$ cat src/design/sfs_pkg.sv
// Types and constants shared by the screen fade sequencer.
package sfs_pkg;

  // Fade phases, one-hot
  typedef enum logic [5:0] {
    PH_FADED_IN   = 6'b000001,
    PH_PAUSE_IN   = 6'b000010,
    PH_FADING_IN  = 6'b000100,
    PH_FADING_OUT = 6'b001000,
    PH_PAUSE_OUT  = 6'b010000,
    PH_FADED_OUT  = 6'b100000
  } phase_t;

  // Phase numbers as reported on the result beat
  localparam logic [2:0] PHN_FADED_IN   = 3'd0;
  localparam logic [2:0] PHN_PAUSE_IN   = 3'd1;
  localparam logic [2:0] PHN_FADING_IN  = 3'd2;
  localparam logic [2:0] PHN_FADING_OUT = 3'd3;
  localparam logic [2:0] PHN_PAUSE_OUT  = 3'd4;
  localparam logic [2:0] PHN_FADED_OUT  = 3'd5;

  // Command codes
  localparam logic [1:0] CMD_TICK     = 2'd0;
  localparam logic [1:0] CMD_FADE_OUT = 2'd1;
  localparam logic [1:0] CMD_FADE_IN  = 2'd2;

  // Overlay kinds
  localparam logic [1:0] KIND_NONE   = 2'd0;
  localparam logic [1:0] KIND_ADD    = 2'd1;
  localparam logic [1:0] KIND_SUB    = 2'd2;
  localparam logic [1:0] KIND_OPAQUE = 2'd3;

  // Register indexes
  localparam logic REG_LEVEL_STEP = 1'b0;
  localparam logic REG_WAIT_TICKS = 1'b1;

  localparam logic [7:0] FULL_LEVEL       = 8'd255;
  localparam logic [7:0] LEVEL_STEP_RESET = 8'd8;
  localparam logic [7:0] WAIT_TICKS_RESET = 8'd30;

  // Result beat layout
  typedef struct packed {
    logic       pad;
    logic [2:0] phase_out;
    logic       busy_res;
    logic       volume_update;
    logic [7:0] volume;
    logic [7:0] overlay_level;
    logic [1:0] overlay_kind;
  } result_t;

  // One-hot phase to its number
  function automatic logic [2:0] phase_num(input phase_t ph);
    logic [2:0] n;
    n = PHN_FADED_IN;
    unique case (ph)
      PH_FADED_IN:   n = PHN_FADED_IN;
      PH_PAUSE_IN:   n = PHN_PAUSE_IN;
      PH_FADING_IN:  n = PHN_FADING_IN;
      PH_FADING_OUT: n = PHN_FADING_OUT;
      PH_PAUSE_OUT:  n = PHN_PAUSE_OUT;
      PH_FADED_OUT:  n = PHN_FADED_OUT;
      default:       n = PHN_FADED_IN;
    endcase
    return n;
  endfunction

endpackage

$ cat src/design/screen_fade_sequencer.sv
// Screen fade sequencer: phase state, level and pause counters, result register.
//
//  Channel | Direction | Content
//  s_axis  | in        | tuser: command; tdata: style, frames
//  m_axis  | out       | tdata: overlay kind/level, volume, update, busy, phase
//  cfg     | in        | write enable, register index, 8-bit data
//
// One beat per cycle while the output is not stalled: the command is applied to the phase,
// level and pause registers and the result is captured in the output register on the same edge.
// The arithmetic is a 4x8 multiply, a 12-bit compare, an 8-bit subtract and an 8-bit decrement.
// A new beat is taken whenever the output register is empty or being drained.
// rst (synchronous) returns the phase to faded in and the registers to defaults.
module screen_fade_sequencer (
  input  logic        clk,
  input  logic        rst,
  // input beats
  input  logic        s_axis_tvalid,
  output logic        s_axis_tready,
  input  logic [7:0]  s_axis_tdata,   // [0] style, [4:1] frames, [7:5] zero
  input  logic [1:0]  s_axis_tuser,   // [1:0] command
  // result beats
  output logic        m_axis_tvalid,
  input  logic        m_axis_tready,
  output logic [23:0] m_axis_tdata,   // [1:0] overlay_kind, [9:2] overlay_level,
                                      // [17:10] volume, [18] volume_update,
                                      // [19] busy_res, [22:20] phase_out, [23] zero
  // configuration
  input  logic        cfg_we,
  input  logic        cfg_addr,
  input  logic [7:0]  cfg_data
);

  sfs_pkg::phase_t phase, phase_next;
  logic [7:0]  level, level_next;
  logic [7:0]  pause_count, pause_count_next;
  logic        white_style, white_style_next;
  logic [7:0]  level_step, wait_ticks;

  logic        in_beat;
  logic [1:0]  command;
  logic        style;
  logic [3:0]  frames;
  logic [11:0] dec;
  logic [7:0]  volume;
  logic        vol_upd;
  logic [1:0]  kind;
  logic [7:0]  olevel;
  logic        busy;
  sfs_pkg::result_t res;

  assign command = s_axis_tuser;
  assign style   = s_axis_tdata[0];
  assign frames  = s_axis_tdata[4:1];

  // take a beat when the result register is free or emptying
  assign s_axis_tready = !m_axis_tvalid || m_axis_tready;
  assign in_beat       = s_axis_tvalid && s_axis_tready;

  assign dec = {8'd0, frames} * {4'd0, level_step};

  // state update
  always_comb begin
    phase_next       = phase;
    level_next       = level;
    pause_count_next = pause_count;
    white_style_next = white_style;
    volume           = 8'd0;
    vol_upd          = 1'b0;
    unique case (command)
      sfs_pkg::CMD_FADE_OUT, sfs_pkg::CMD_FADE_IN: begin
        level_next       = sfs_pkg::FULL_LEVEL;
        white_style_next = style;
        pause_count_next = wait_ticks;
        phase_next       = (command == sfs_pkg::CMD_FADE_OUT) ?
                           sfs_pkg::PH_FADING_OUT : sfs_pkg::PH_PAUSE_IN;
      end
      sfs_pkg::CMD_TICK: begin
        unique case (phase)
          sfs_pkg::PH_FADING_IN, sfs_pkg::PH_FADING_OUT: begin
            vol_upd = 1'b1;
            if (dec > {4'd0, level}) begin
              // fade ends: clamp and move on
              level_next = 8'd0;
              if (phase == sfs_pkg::PH_FADING_OUT) begin
                pause_count_next = wait_ticks;
                phase_next       = sfs_pkg::PH_PAUSE_OUT;
                volume           = 8'd0;
              end else begin
                phase_next = sfs_pkg::PH_FADED_IN;
                volume     = sfs_pkg::FULL_LEVEL;
              end
            end else begin
              level_next = level - dec[7:0];
              volume     = (phase == sfs_pkg::PH_FADING_OUT) ? level_next : ~level_next;
            end
          end
          sfs_pkg::PH_PAUSE_IN, sfs_pkg::PH_PAUSE_OUT: begin
            pause_count_next = pause_count - 8'd1;
            if (pause_count_next == 8'd0) begin
              phase_next = (phase == sfs_pkg::PH_PAUSE_IN) ?
                           sfs_pkg::PH_FADING_IN : sfs_pkg::PH_FADED_OUT;
            end
          end
          default: ;
        endcase
      end
      default: ;  // unused command: state holds
    endcase
  end

  // overlay from the updated state
  always_comb begin
    kind   = sfs_pkg::KIND_NONE;
    olevel = 8'd0;
    busy   = 1'b0;
    unique case (phase_next)
      sfs_pkg::PH_PAUSE_IN, sfs_pkg::PH_FADING_IN: begin
        kind   = white_style_next ? sfs_pkg::KIND_ADD : sfs_pkg::KIND_SUB;
        olevel = level_next;
        busy   = 1'b1;
      end
      sfs_pkg::PH_FADING_OUT, sfs_pkg::PH_PAUSE_OUT: begin
        kind   = white_style_next ? sfs_pkg::KIND_ADD : sfs_pkg::KIND_SUB;
        olevel = ~level_next;
        busy   = 1'b1;
      end
      sfs_pkg::PH_FADED_OUT: begin
        kind   = sfs_pkg::KIND_OPAQUE;
        olevel = white_style_next ? sfs_pkg::FULL_LEVEL : 8'd0;
      end
      default: ;
    endcase
  end

  always_comb begin
    res.pad           = 1'b0;
    res.phase_out     = sfs_pkg::phase_num(phase_next);
    res.busy_res      = busy;
    res.volume_update = vol_upd;
    res.volume        = volume;
    res.overlay_level = olevel;
    res.overlay_kind  = kind;
  end

  // state and configuration registers
  always_ff @(posedge clk) begin
    if (rst) begin
      phase       <= sfs_pkg::PH_FADED_IN;
      level       <= 8'd0;
      pause_count <= 8'd0;
      white_style <= 1'b0;
      level_step  <= sfs_pkg::LEVEL_STEP_RESET;
      wait_ticks  <= sfs_pkg::WAIT_TICKS_RESET;
    end else begin
      if (in_beat) begin
        phase       <= phase_next;
        level       <= level_next;
        pause_count <= pause_count_next;
        white_style <= white_style_next;
      end
      if (cfg_we) begin
        unique case (cfg_addr)
          sfs_pkg::REG_LEVEL_STEP: level_step <= cfg_data;
          sfs_pkg::REG_WAIT_TICKS: wait_ticks <= cfg_data;
          default: ;
        endcase
      end
    end
  end

  // result register
  always_ff @(posedge clk) begin
    if (rst) begin
      m_axis_tvalid <= 1'b0;
    end else if (s_axis_tready) begin
      m_axis_tvalid <= s_axis_tvalid;
    end
  end

  always_ff @(posedge clk) begin
    if (in_beat) begin
      m_axis_tdata <= res;
    end
  end

endmodule
$ cat config.mk
export PLATFORM = sky130hd
export DESIGN_NAME = screen_fade_sequencer
export DESIGN_NICKNAME = d
export VERILOG_FILES = /design/src/design/sfs_pkg.sv /design/src/design/screen_fade_sequencer.sv
export SDC_FILE = /design/constraint.sdc
export NUM_CORES = 1
export LEC_CHECK = 0
export ABC_AREA = 1
export BUFFER_PORTS_ARGS = -buffer_cell sky130_fd_sc_hd__buf_2
export CORE_MARGIN = 2
export CORE_UTILIZATION = 50
export DETAILED_ROUTE_END_ITERATION = 8
export HOLD_SLACK_MARGIN = 0.06
export PLACE_DENSITY = 0.69
export SLEW_MARGIN = 30
export SYNTH_ARGS = -nofsm -noshare
export SYNTH_HDL_FRONTEND = slang
export SYNTH_SLANG_ARGS = --single-unit
$ cat constraint.sdc
create_clock -name clk -period 5.8 [get_ports clk]
set_input_delay 0.87 -clock clk [delete_from_list [all_inputs] [get_ports clk]]
set_output_delay 0.87 -clock clk [all_outputs]
set_load 0.03 [all_outputs]
==> flow_summary.json, run 1 <==
{
  "status": "finished, final reports clean",
  "cts_tree": "yes",
  "cp-start-kind": "primary input",
  "cts.sink_count": 63,
  "rsz0062_at_grt": "false",
  "cp_max_fo": 10,
  "period_share": 0.915,
  "die_area_mm2": 0.0108,
  "ys_warn_count": 0,
  "crit_path_end": "m_axis_tdata[9]",
  "synth-seq-cells": 63,
  "final_max_slew_viol_count": 0,
  "antenna_found_initial": 0,
  "via_per_inst": 5.02,
  "die_h_um": 104,
  "cts_hold_buffers": 0,
  "cp_num_buf_inv": 4,
  "rr_startpoint": "level_step[3]",
  "setup_tns_ns": 0,
  "die_x_um": 104,
  "grt_pass1_wl_um": 18600,
  "ys_seq_area_frac": 0.300,
  "dr.first_iter.drc_count": 179,
  "synth-main-ff-cell": "dfxtp_1",
  "synth_area_mm2": 0.00497,
  "fin_nets": 828,
  "crit_path_top_delay_cell": "fa_1",
  "syn_inst": 717,
  "port_buffers": 45,
  "ir_worst_vdd_v": 0.000157,
  "gr-total-overflow": 0,
  "grt_max_degree": 32,
  "final_layout_size_suffix_gt1_frac": 0.137,
  "postCtsResizedCells": 0,
  "htreeDepth": 3,
  "clock-skew-final_ns": 0.0153,
  "min_path_cells": 2,
  "critPathTopFamily": "simple AND/OR/NAND/NOR gates",
  "syn_nets": 789,
  "critical_path_depth": 32,
  "clk_latency_ns": 0.34,
  "relSlewSlack": 0.435,
  "max_freq_ghz": 0.188,
  "start_util": 0.511,
  "worst_r2r_path_depth": 29,
  "clk_pin_slew_ns": 0.07,
  "final_common_cell": "nand2_1",
  "final.fill_count": 965,
  "syn_area_per_cell_um2": 6.94,
  "synth_edf_count": 23,
  "postCtsSetupBuffers": 0,
  "setup_viol": 0,
  "core_area_mm2": 0.00973,
  "drv_cap": 0,
  "hold_viol_final": 0,
  "r2r_slack_ns": 0.83,
  "crit_top_cell": "nand2_1",
  "total_power_w": 0.00137,
  "io_pins": 50,
  "drt_wl_total_um": 10400,
  "criticalPathCategory": "in -> reg",
  "rows": 36,
  "clk_path_buf_depth": 2,
  "async_flop_share": 0,
  "diodes": 0,
  "grtUsageTotal": 0.206,
  "worstPathRequired_ns": 5.89,
  "numCtsBuffers": 9,
  "p_per_area_mw_per_mm2": 249,
  "dr.pass1.iters": 5,
  "via_count": 4487,
  "area_delta_synth_final_pct": 10.4,
  "startpoint": "s_axis_tdata[4]",
  "synth_cell_type_count": 41,
  "dpl.hpwl_um": 8250,
  "wl_per_cell_um": 11.7,
  "gp_congestion": 0.930,
  "fin_crit_ns": 5.31,
  "cpPeakStageDelay_ns": 0.53,
  "endpoint_kind": "flip-flop",
  "power.leakage_nw": 2.99,
  "r2r_end": "m_axis_tdata[9]",
  "hp-class": "reg -> reg",
  "drc": 0,
  "cts-root-buf": "clkbuf_8",
  "postRouteAntennaNets": 0,
  "cp.arrival_ns": 5.39,
  "worst_pin_slew_ns": 0.846,
  "layout_common_cells": "nand2_1 (187), inv_1 (129), nor2_1 (56)",
  "grt_pass1_vias": 4171
}
## sequential cells by signal, summed over array words and instances, names as in the netlist
signal	cells
wait_ticks	8
m_axis_tvalid	1
pause_count	8
level	8
m_axis_tdata	23
white_style	1
phase	6
level_step	8
## cells by family (layout without fill, tap and decap cells)
group                      after synthesis  count (layout)  synth area share
xor gates and xnor gates                 7               7            0.0138
other                                    1               1          0.000754
adders and majority gates               48              48             0.140
buffers and inverters                  154             198             0.118
AOI/OAI and AO/OA                      115             115             0.133
and+or+nand+nor                        328             328             0.293
DFF                                     63              63             0.300
muxes                                    1               1           0.00226
## worst min path at each step
stage | start | endpoint | slack, ns
after floorplan | wait_ticks[2] | wait_ticks[2] | 0.44
after global placement | wait_ticks[3] | wait_ticks[3] | 0.46
after detailed placement | wait_ticks[3] | wait_ticks[3] | 0.47
after CTS | wait_ticks[3] | wait_ticks[3] | 0.49
after global routing | wait_ticks[3] | wait_ticks[3] | 0.52
final | wait_ticks[3] | wait_ticks[3] | 0.48
## cell usage after synthesis, types with 3 or more instances
| cell | count | area [um^2] |
|---|---|---|
| o21ai_0 | 44 | 220 |
| ha_1 | 35 | 438 |
| nand3_1 | 40 | 200 |
| nor2_4 | 3 | 33.8 |
| edfxtp_1 | 23 | 691 |
| inv_2 | 5 | 18.8 |
| nand2_1 | 187 | 702 |
| inv_1 | 129 | 484 |
| o21ai_1 | 3 | 15.0 |
| or2_2 | 5 | 31.3 |
| clkbuf_1 | 14 | 52.6 |
| nor2_1 | 56 | 210 |
| nor2_2 | 9 | 56.3 |
| nand2_2 | 8 | 50.1 |
| clkinv_1 | 3 | 11.3 |
| o221ai_1 | 7 | 61.3 |
| nand3_2 | 6 | 60.1 |
| fa_1 | 13 | 260 |
| dfxtp_1 | 40 | 801 |
| o21bai_1 | 3 | 22.5 |
| a21oi_1 | 40 | 200 |
| xor2_1 | 4 | 35.0 |
| a211oi_1 | 8 | 60.1 |
| nand4_1 | 10 | 62.6 |
## metal layers
metal  vias up  wire length [um]  part of all wire  global-route usage
li1       2356                 -                 -                   -
met1      2007              4900              0.47               0.270
met2       111              4910              0.47               0.349
met3        13               501             0.048              0.0422
met4         0               116             0.011              0.0541
met5         -                 0                 0                   0
## worst min-delay path: stages (launching register included)
cell and delay (ns):
dfxtp_1 0.33, nand2_1 0.06, nand3_1 0.07
## final cells by class
cell class              count  area, um^2  share of cell area
multi-input cells         500        2900               0.527
flip-flops and latches     63        1490               0.272
inverters                 137         514              0.0936
repair buffers             45         225              0.0410
well taps                 133         166              0.0303
clock buffers              11         141              0.0257
clock inverters             5        57.6              0.0105
## stage by stage
step	worst slack [ns]	hold slack (ns)	utilization	std cells	area [um^2]
5_1_grt	0.0277	0.516	0.565	894	5490
3_5_place_dp	0.123	0.467	0.544	878	5290
3_3_place_gp	0.214	0.461	0.544	878	5290
2_1_floorplan	0.645	0.442	-	717	4970
6_report	0.492	0.484	0.565	894	5490
4_1_cts	0.480	0.487	0.565	894	5490
## where the power goes
part / switching [W] / leakage (nW) / internal, W
combinational: 0.000310 / 2.32 / 0.000156
clock: 0.000172 / 0.103 / 0.000210
sequential: 0.0000235 / 0.563 / 0.000495
Power figures use the tool's default switching activity.
==> inputs of run 2 (changes only) <==
- CORE_ASPECT_RATIO: unset -> 0.6
==> run 2 against run 1 <==
Effect of this change:
- clock skew fell by 0.0074 ns
- die area rose by 0.25%
- count of clock-buffer cells in the layout rose by 1
- largest power group is now clock
==> flow_summary.json, run 2 (synthesis gave the netlist of run 1 again) <==
{
  "gp_congestion": 0.886,
  "multiInputGateArea_mm2": 0.00290,
  "grt_pass1_vias": 4318,
  "cts_tree": "yes",
  "via_per_inst": 5.24,
  "worst_pin_slew_ns": 0.800,
  "startpoint": "s_axis_tdata[4]",
  "clock-skew-final_ns": 0.00795,
  "dr.pass1.iters": 8,
  "io_pins": 50,
  "hp-class": "reg -> reg",
  "core_area_mm2": 0.00977,
  "relSlewSlack": 0.466,
  "fin_nets": 828,
  "clk_path_buf_depth": 2,
  "criticalPathCategory": "in -> reg",
  "port_buffers": 45,
  "die_area_mm2": 0.0108,
  "final_layout_size_suffix_gt1_frac": 0.139,
  "drv_cap": 0,
  "r2r_slack_ns": 0.68,
  "fin_area_mm2": 0.00560,
  "power.leakage_nw": 3.04,
  "gr-total-overflow": 0,
  "cpPeakStageDelay_ns": 0.54,
  "via_count": 4699,
  "cts-root-buf": "clkbuf_16",
  "status": "finished, final reports clean",
  "crit_path_top_delay_cell": "fa_1",
  "seqCellArea_mm2": 0.00149,
  "final.fill_count": 922,
  "p_per_area_mw_per_mm2": 274,
  "antenna_found_initial": 0,
  "fin_crit_ns": 5.42,
  "grt_max_degree": 32,
  "hold_ws_ns": 0.471,
  "die_x_um": 133,
  "endpoint_kind": "flip-flop",
  "drc": 0,
  "min_from": "wait_ticks[4]",
  "final_max_slew_viol_count": 0,
  "hold_viol_final": 0,
  "largest_register_ffs": 23,
  "cp.arrival_ns": 5.49,
  "worstPathRequired_ns": 5.87,
  "start_util": 0.509,
  "grt_pass1_wl_um": 19800,
  "total_power_w": 0.00153,
  "clk_pin_slew_ns": 0.05,
  "fin_util": 0.573,
  "setup_tns_ns": 0,
  "period_share": 0.934,
  "cp-start-kind": "primary input",
  "crit_top_cell": "nand2_1",
  "setup_viol": 0,
  "dpl.hpwl_um": 8990,
  "final_common_cell": "nand2_1",
  "rows": 28,
  "max_freq_ghz": 0.185,
  "htreeDepth": 3,
  "grtUsageTotal": 0.228,
  "whs_endpoint": "wait_ticks[4]",
  "worst_r2r_path_depth": 28,
  "numCtsBuffers": 9,
  "r2r_end": "m_axis_tdata[2]",
  "drt_wl_total_um": 11700,
  "clk_latency_ns": 0.33,
  "cts_hold_buffers": 0,
  "diodes": 0,
  "placed_cell_area_mm2": 0.00530,
  "ir_worst_vdd_v": 0.000158,
  "rr_startpoint": "level_step[0]",
  "die_h_um": 81.3,
  "regMostFlops": "m_axis_tdata",
  "dr.first_iter.drc_count": 442,
  "cts.sink_count": 63,
  "min_path_cells": 2,
  "cp_max_fo": 10,
  "postRouteAntennaNets": 0,
  "area_delta_synth_final_pct": 12.7,
  "wl_per_cell_um": 13.1,
  "layout_common_cells": "nand2_1 (187), inv_1 (129), nor2_1 (56)"
}
run 2: per-layer routing:
metal	track usage	routed length, um	vias up
met5	0	0	-
met4	0.0602	142	0
met3	0.0512	741	19
met2	0.362	5130	153
met1	0.316	5720	2170
li1	-	-	2357
run 2: area by class of cell:
class	count	share of cell area
Multi-Input combinational cell	500	0.518
Sequential cell	63	0.266
Inverter	137	0.0918
Clock buffer	12	0.0496
Timing Repair Buffer	45	0.0402
Tap cell	135	0.0301
Clock inverter	4	0.00447
run 2: what timing repair did:
| item | 4_1_cts | 5_1_grt |
|---|---|---|
| setup buffers | 0 | 0 |
| setup endpoints to repair | 0 | 10 |
| gates resized for setup | 0 | 1 |
run 2: worst max-delay path by stage:
stage	to	depth (start not counted)
after floorplan	m_axis_tdata[9]	29
after CTS	m_axis_tdata[2]	32
after global placement	m_axis_tdata[8]	30
after detailed placement	m_axis_tdata[6]	32
after global routing	m_axis_tdata[8]	32
final	m_axis_tdata[2]	32
run 2: metrics by stage:
stage	setup WS, ns	instances
floorplan	0.645	717
global placement	0.0599	880
detailed placement	0.00977	880
CTS	0.326	896
global route	-0.00106	896
finish	0.382	896
run 2: worst max-delay path: cells and delay by family:
kind | cells | cell delay, ns
compound gates | 1 | 0.16
simple gates | 21 | 2.27
fa+ha+maj | 4 | 1.76
xor+xnor | 1 | 0.10
buf+inv | 5 | 0.33
run 2: power breakdown:
| part | leakage [nW] | internal [W] | switching [W] |
|---|---|---|---|
| Combinational | 2.32 | 0.000157 | 0.000317 |
| Sequential | 0.563 | 0.000496 | 0.0000257 |
| Clock | 0.154 | 0.000338 | 0.000200 |
| Total | 3.04 | 0.000990 | 0.000543 |
==> inputs of run 3 (changes only) <==
- CELL_PAD_IN_SITES_DETAIL_PLACEMENT: unset -> 0
- CELL_PAD_IN_SITES_GLOBAL_PLACEMENT: unset -> 1
- CORE_UTILIZATION: 50 -> 40
- PLACE_DENSITY: 0.69 -> unset
- PLACE_DENSITY_LB_ADDON: unset -> 0.1
==> run 3 against run 2 <==
Effect of this change:
- clock power grew 1%
- count of clock-buffer cells in the layout shrank 3
- global-route usage fell by 3.1 points
- via count shrank 1.3%
- sequential power is essentially flat
- largest cell class unchanged
==> flow_summary.json, run 3 (synthesis gave the netlist of run 1 again) <==
{
  "status": "finished, final reports clean",
  "clock-skew-final_ns": 0.00976,
  "die_area_mm2": 0.0134,
  "whs_endpoint": "wait_ticks[3]",
  "via_count": 4636,
  "worstPathRequired_ns": 5.87,
  "cpPeakStageDelay_ns": 0.53,
  "ir_worst_vdd_v": 0.000139,
  "area_delta_synth_final_pct": 17.8,
  "endpoint_kind": "flip-flop",
  "die_h_um": 90.4,
  "hold_ws_ns": 0.477,
  "fin_nets": 855,
  "multiInputGateArea_mm2": 0.00291,
  "fin_crit_ns": 5.45,
  "grt_max_degree": 32,
  "cts.sink_count": 63,
  "drt_wl_total_um": 12600,
  "rsz0062_at_grt": "false",
  "core_area_mm2": 0.0121,
  "clk_latency_ns": 0.33,
  "via_per_inst": 4.86,
  "max_freq_ghz": 0.183,
  "crit_path_top_delay_cell": "fa_1",
  "final.fill_count": 1245,
  "die_x_um": 148,
  "grt_pass1_vias": 4405,
  "cp.arrival_ns": 5.52,
  "r2r_end": "m_axis_tdata[4]",
  "drv_cap": 0,
  "worst_pin_slew_ns": 0.855,
  "cts_hold_buffers": 0,
  "clk_path_buf_depth": 2,
  "start_util": 0.411,
  "gp_congestion": 0.842,
  "final_common_cell": "nand2_1",
  "setup_viol": 0,
  "dpl_worst_slack_ns": 0.0175,
  "worst_r2r_path_depth": 30,
  "clk_pin_slew_ns": 0.06,
  "final_max_slew_viol_count": 0,
  "final_layout_size_suffix_gt1_frac": 0.170,
  "drc": 0,
  "postRouteAntennaNets": 0,
  "gr-total-overflow": 0,
  "p_per_area_mw_per_mm2": 274,
  "period_share": 0.940,
  "min_path_cells": 2,
  "min_from": "wait_ticks[3]",
  "r2r_slack_ns": 0.66,
  "port_buffers": 45,
  "dr.first_iter.drc_count": 241,
  "crit_top_cell": "nand2_1",
  "rows": 31,
  "relSlewSlack": 0.430,
  "finalWorstSetupSlack_ns": 0.350,
  "dr.pass1.iters": 5,
  "hold_viol_final": 0,
  "largest_register_ffs": 23,
  "cts_tree": "yes",
  "power.leakage_nw": 3.16,
  "critPathTopFamily": "simple AND/OR/NAND/NOR gates",
  "layout_common_cells": "nand2_1 (186), inv_1 (129), nor2_1 (56)",
  "grt_pass1_wl_um": 21000,
  "hp-class": "reg -> reg",
  "seqCellArea_mm2": 0.00149,
  "diodes": 0,
  "regMostFlops": "m_axis_tdata",
  "rr_startpoint": "level_step[0]",
  "antenna_found_initial": 0,
  "numCtsBuffers": 9,
  "grtUsageTotal": 0.196,
  "htreeDepth": 3,
  "wl_per_cell_um": 13.2,
  "postCtsResizedCells": 0,
  "io_pins": 50,
  "cts-root-buf": "clkbuf_16",
  "cp_max_fo": 8,
  "dpl.hpwl_um": 9930,
  "cp_num_buf_inv": 6,
  "postCtsSetupBuffers": 0,
  "cp-start-kind": "primary input",
  "criticalPathCategory": "in -> reg"
}
-- run 3: layout make-up --
class                   count  share of cell area
inverters                 137              0.0880
clock inverters             7              0.0124
multi-input cells         500               0.496
repair buffers             72              0.0752
flip-flops and latches     63               0.255
clock buffers               9              0.0384
well taps                 165              0.0352
-- run 3: layer usage --
layer  global-route usage  part of all wire  vias up
li1                     -                 -     2421
met2                0.278              0.39       88
met3               0.0419             0.039       12
met4               0.0492             0.011        0
met5                    0                 0        -
met1                0.300              0.56     2115
-- run 3: worst reg2reg max path: cells and delay by family, from the launching register on --
kind / cells / cell delay [ns]
XOR/XNOR: 1 / 0.11
adder cells (fa/ha/maj): 4 / 1.83
flip-flops: 1 / 0.38
AND/OR/NAND/NOR: 20 / 2.04
buffers and inverters: 5 / 0.52
-- run 3: worst max path at each step --
stage,from,to,slack [ns],cells after the start
after floorplan,s_axis_tdata[4],m_axis_tdata[9],0.65,29
after global routing,s_axis_tdata[4],m_axis_tdata[4],0.0003,31
after CTS,s_axis_tdata[4],m_axis_tdata[4],0.32,32
after detailed placement,s_axis_tdata[4],m_axis_tdata[4],0.02,32
final,s_axis_tdata[4],m_axis_tdata[4],0.35,33
after global placement,s_axis_tdata[4],m_axis_tdata[4],-0.02,32
-- run 3: per-stage QoR --
step / total power, W / util / setup TNS [ns] / area, um^2 / cells
after floorplan: 0.000891 / - / 0 / 4970 / 717
after global placement: 0.00106 / 0.459 / -0.0232 / 5550 / 937
after detailed placement: 0.00106 / 0.459 / 0 / 5550 / 937
after CTS: 0.00162 / 0.483 / 0 / 5850 / 953
after global routing: 0.00171 / 0.484 / 0 / 5860 / 953
final: 0.00160 / 0.484 / 0 / 5860 / 953
-- run 3: where the power goes --
group	leakage (nW)	internal, W	switching [W]
Combinational	2.45	0.000202	0.000337
Clock	0.142	0.000333	0.000211
Sequential	0.563	0.000496	0.0000242
Total	3.16	0.00103	0.000573
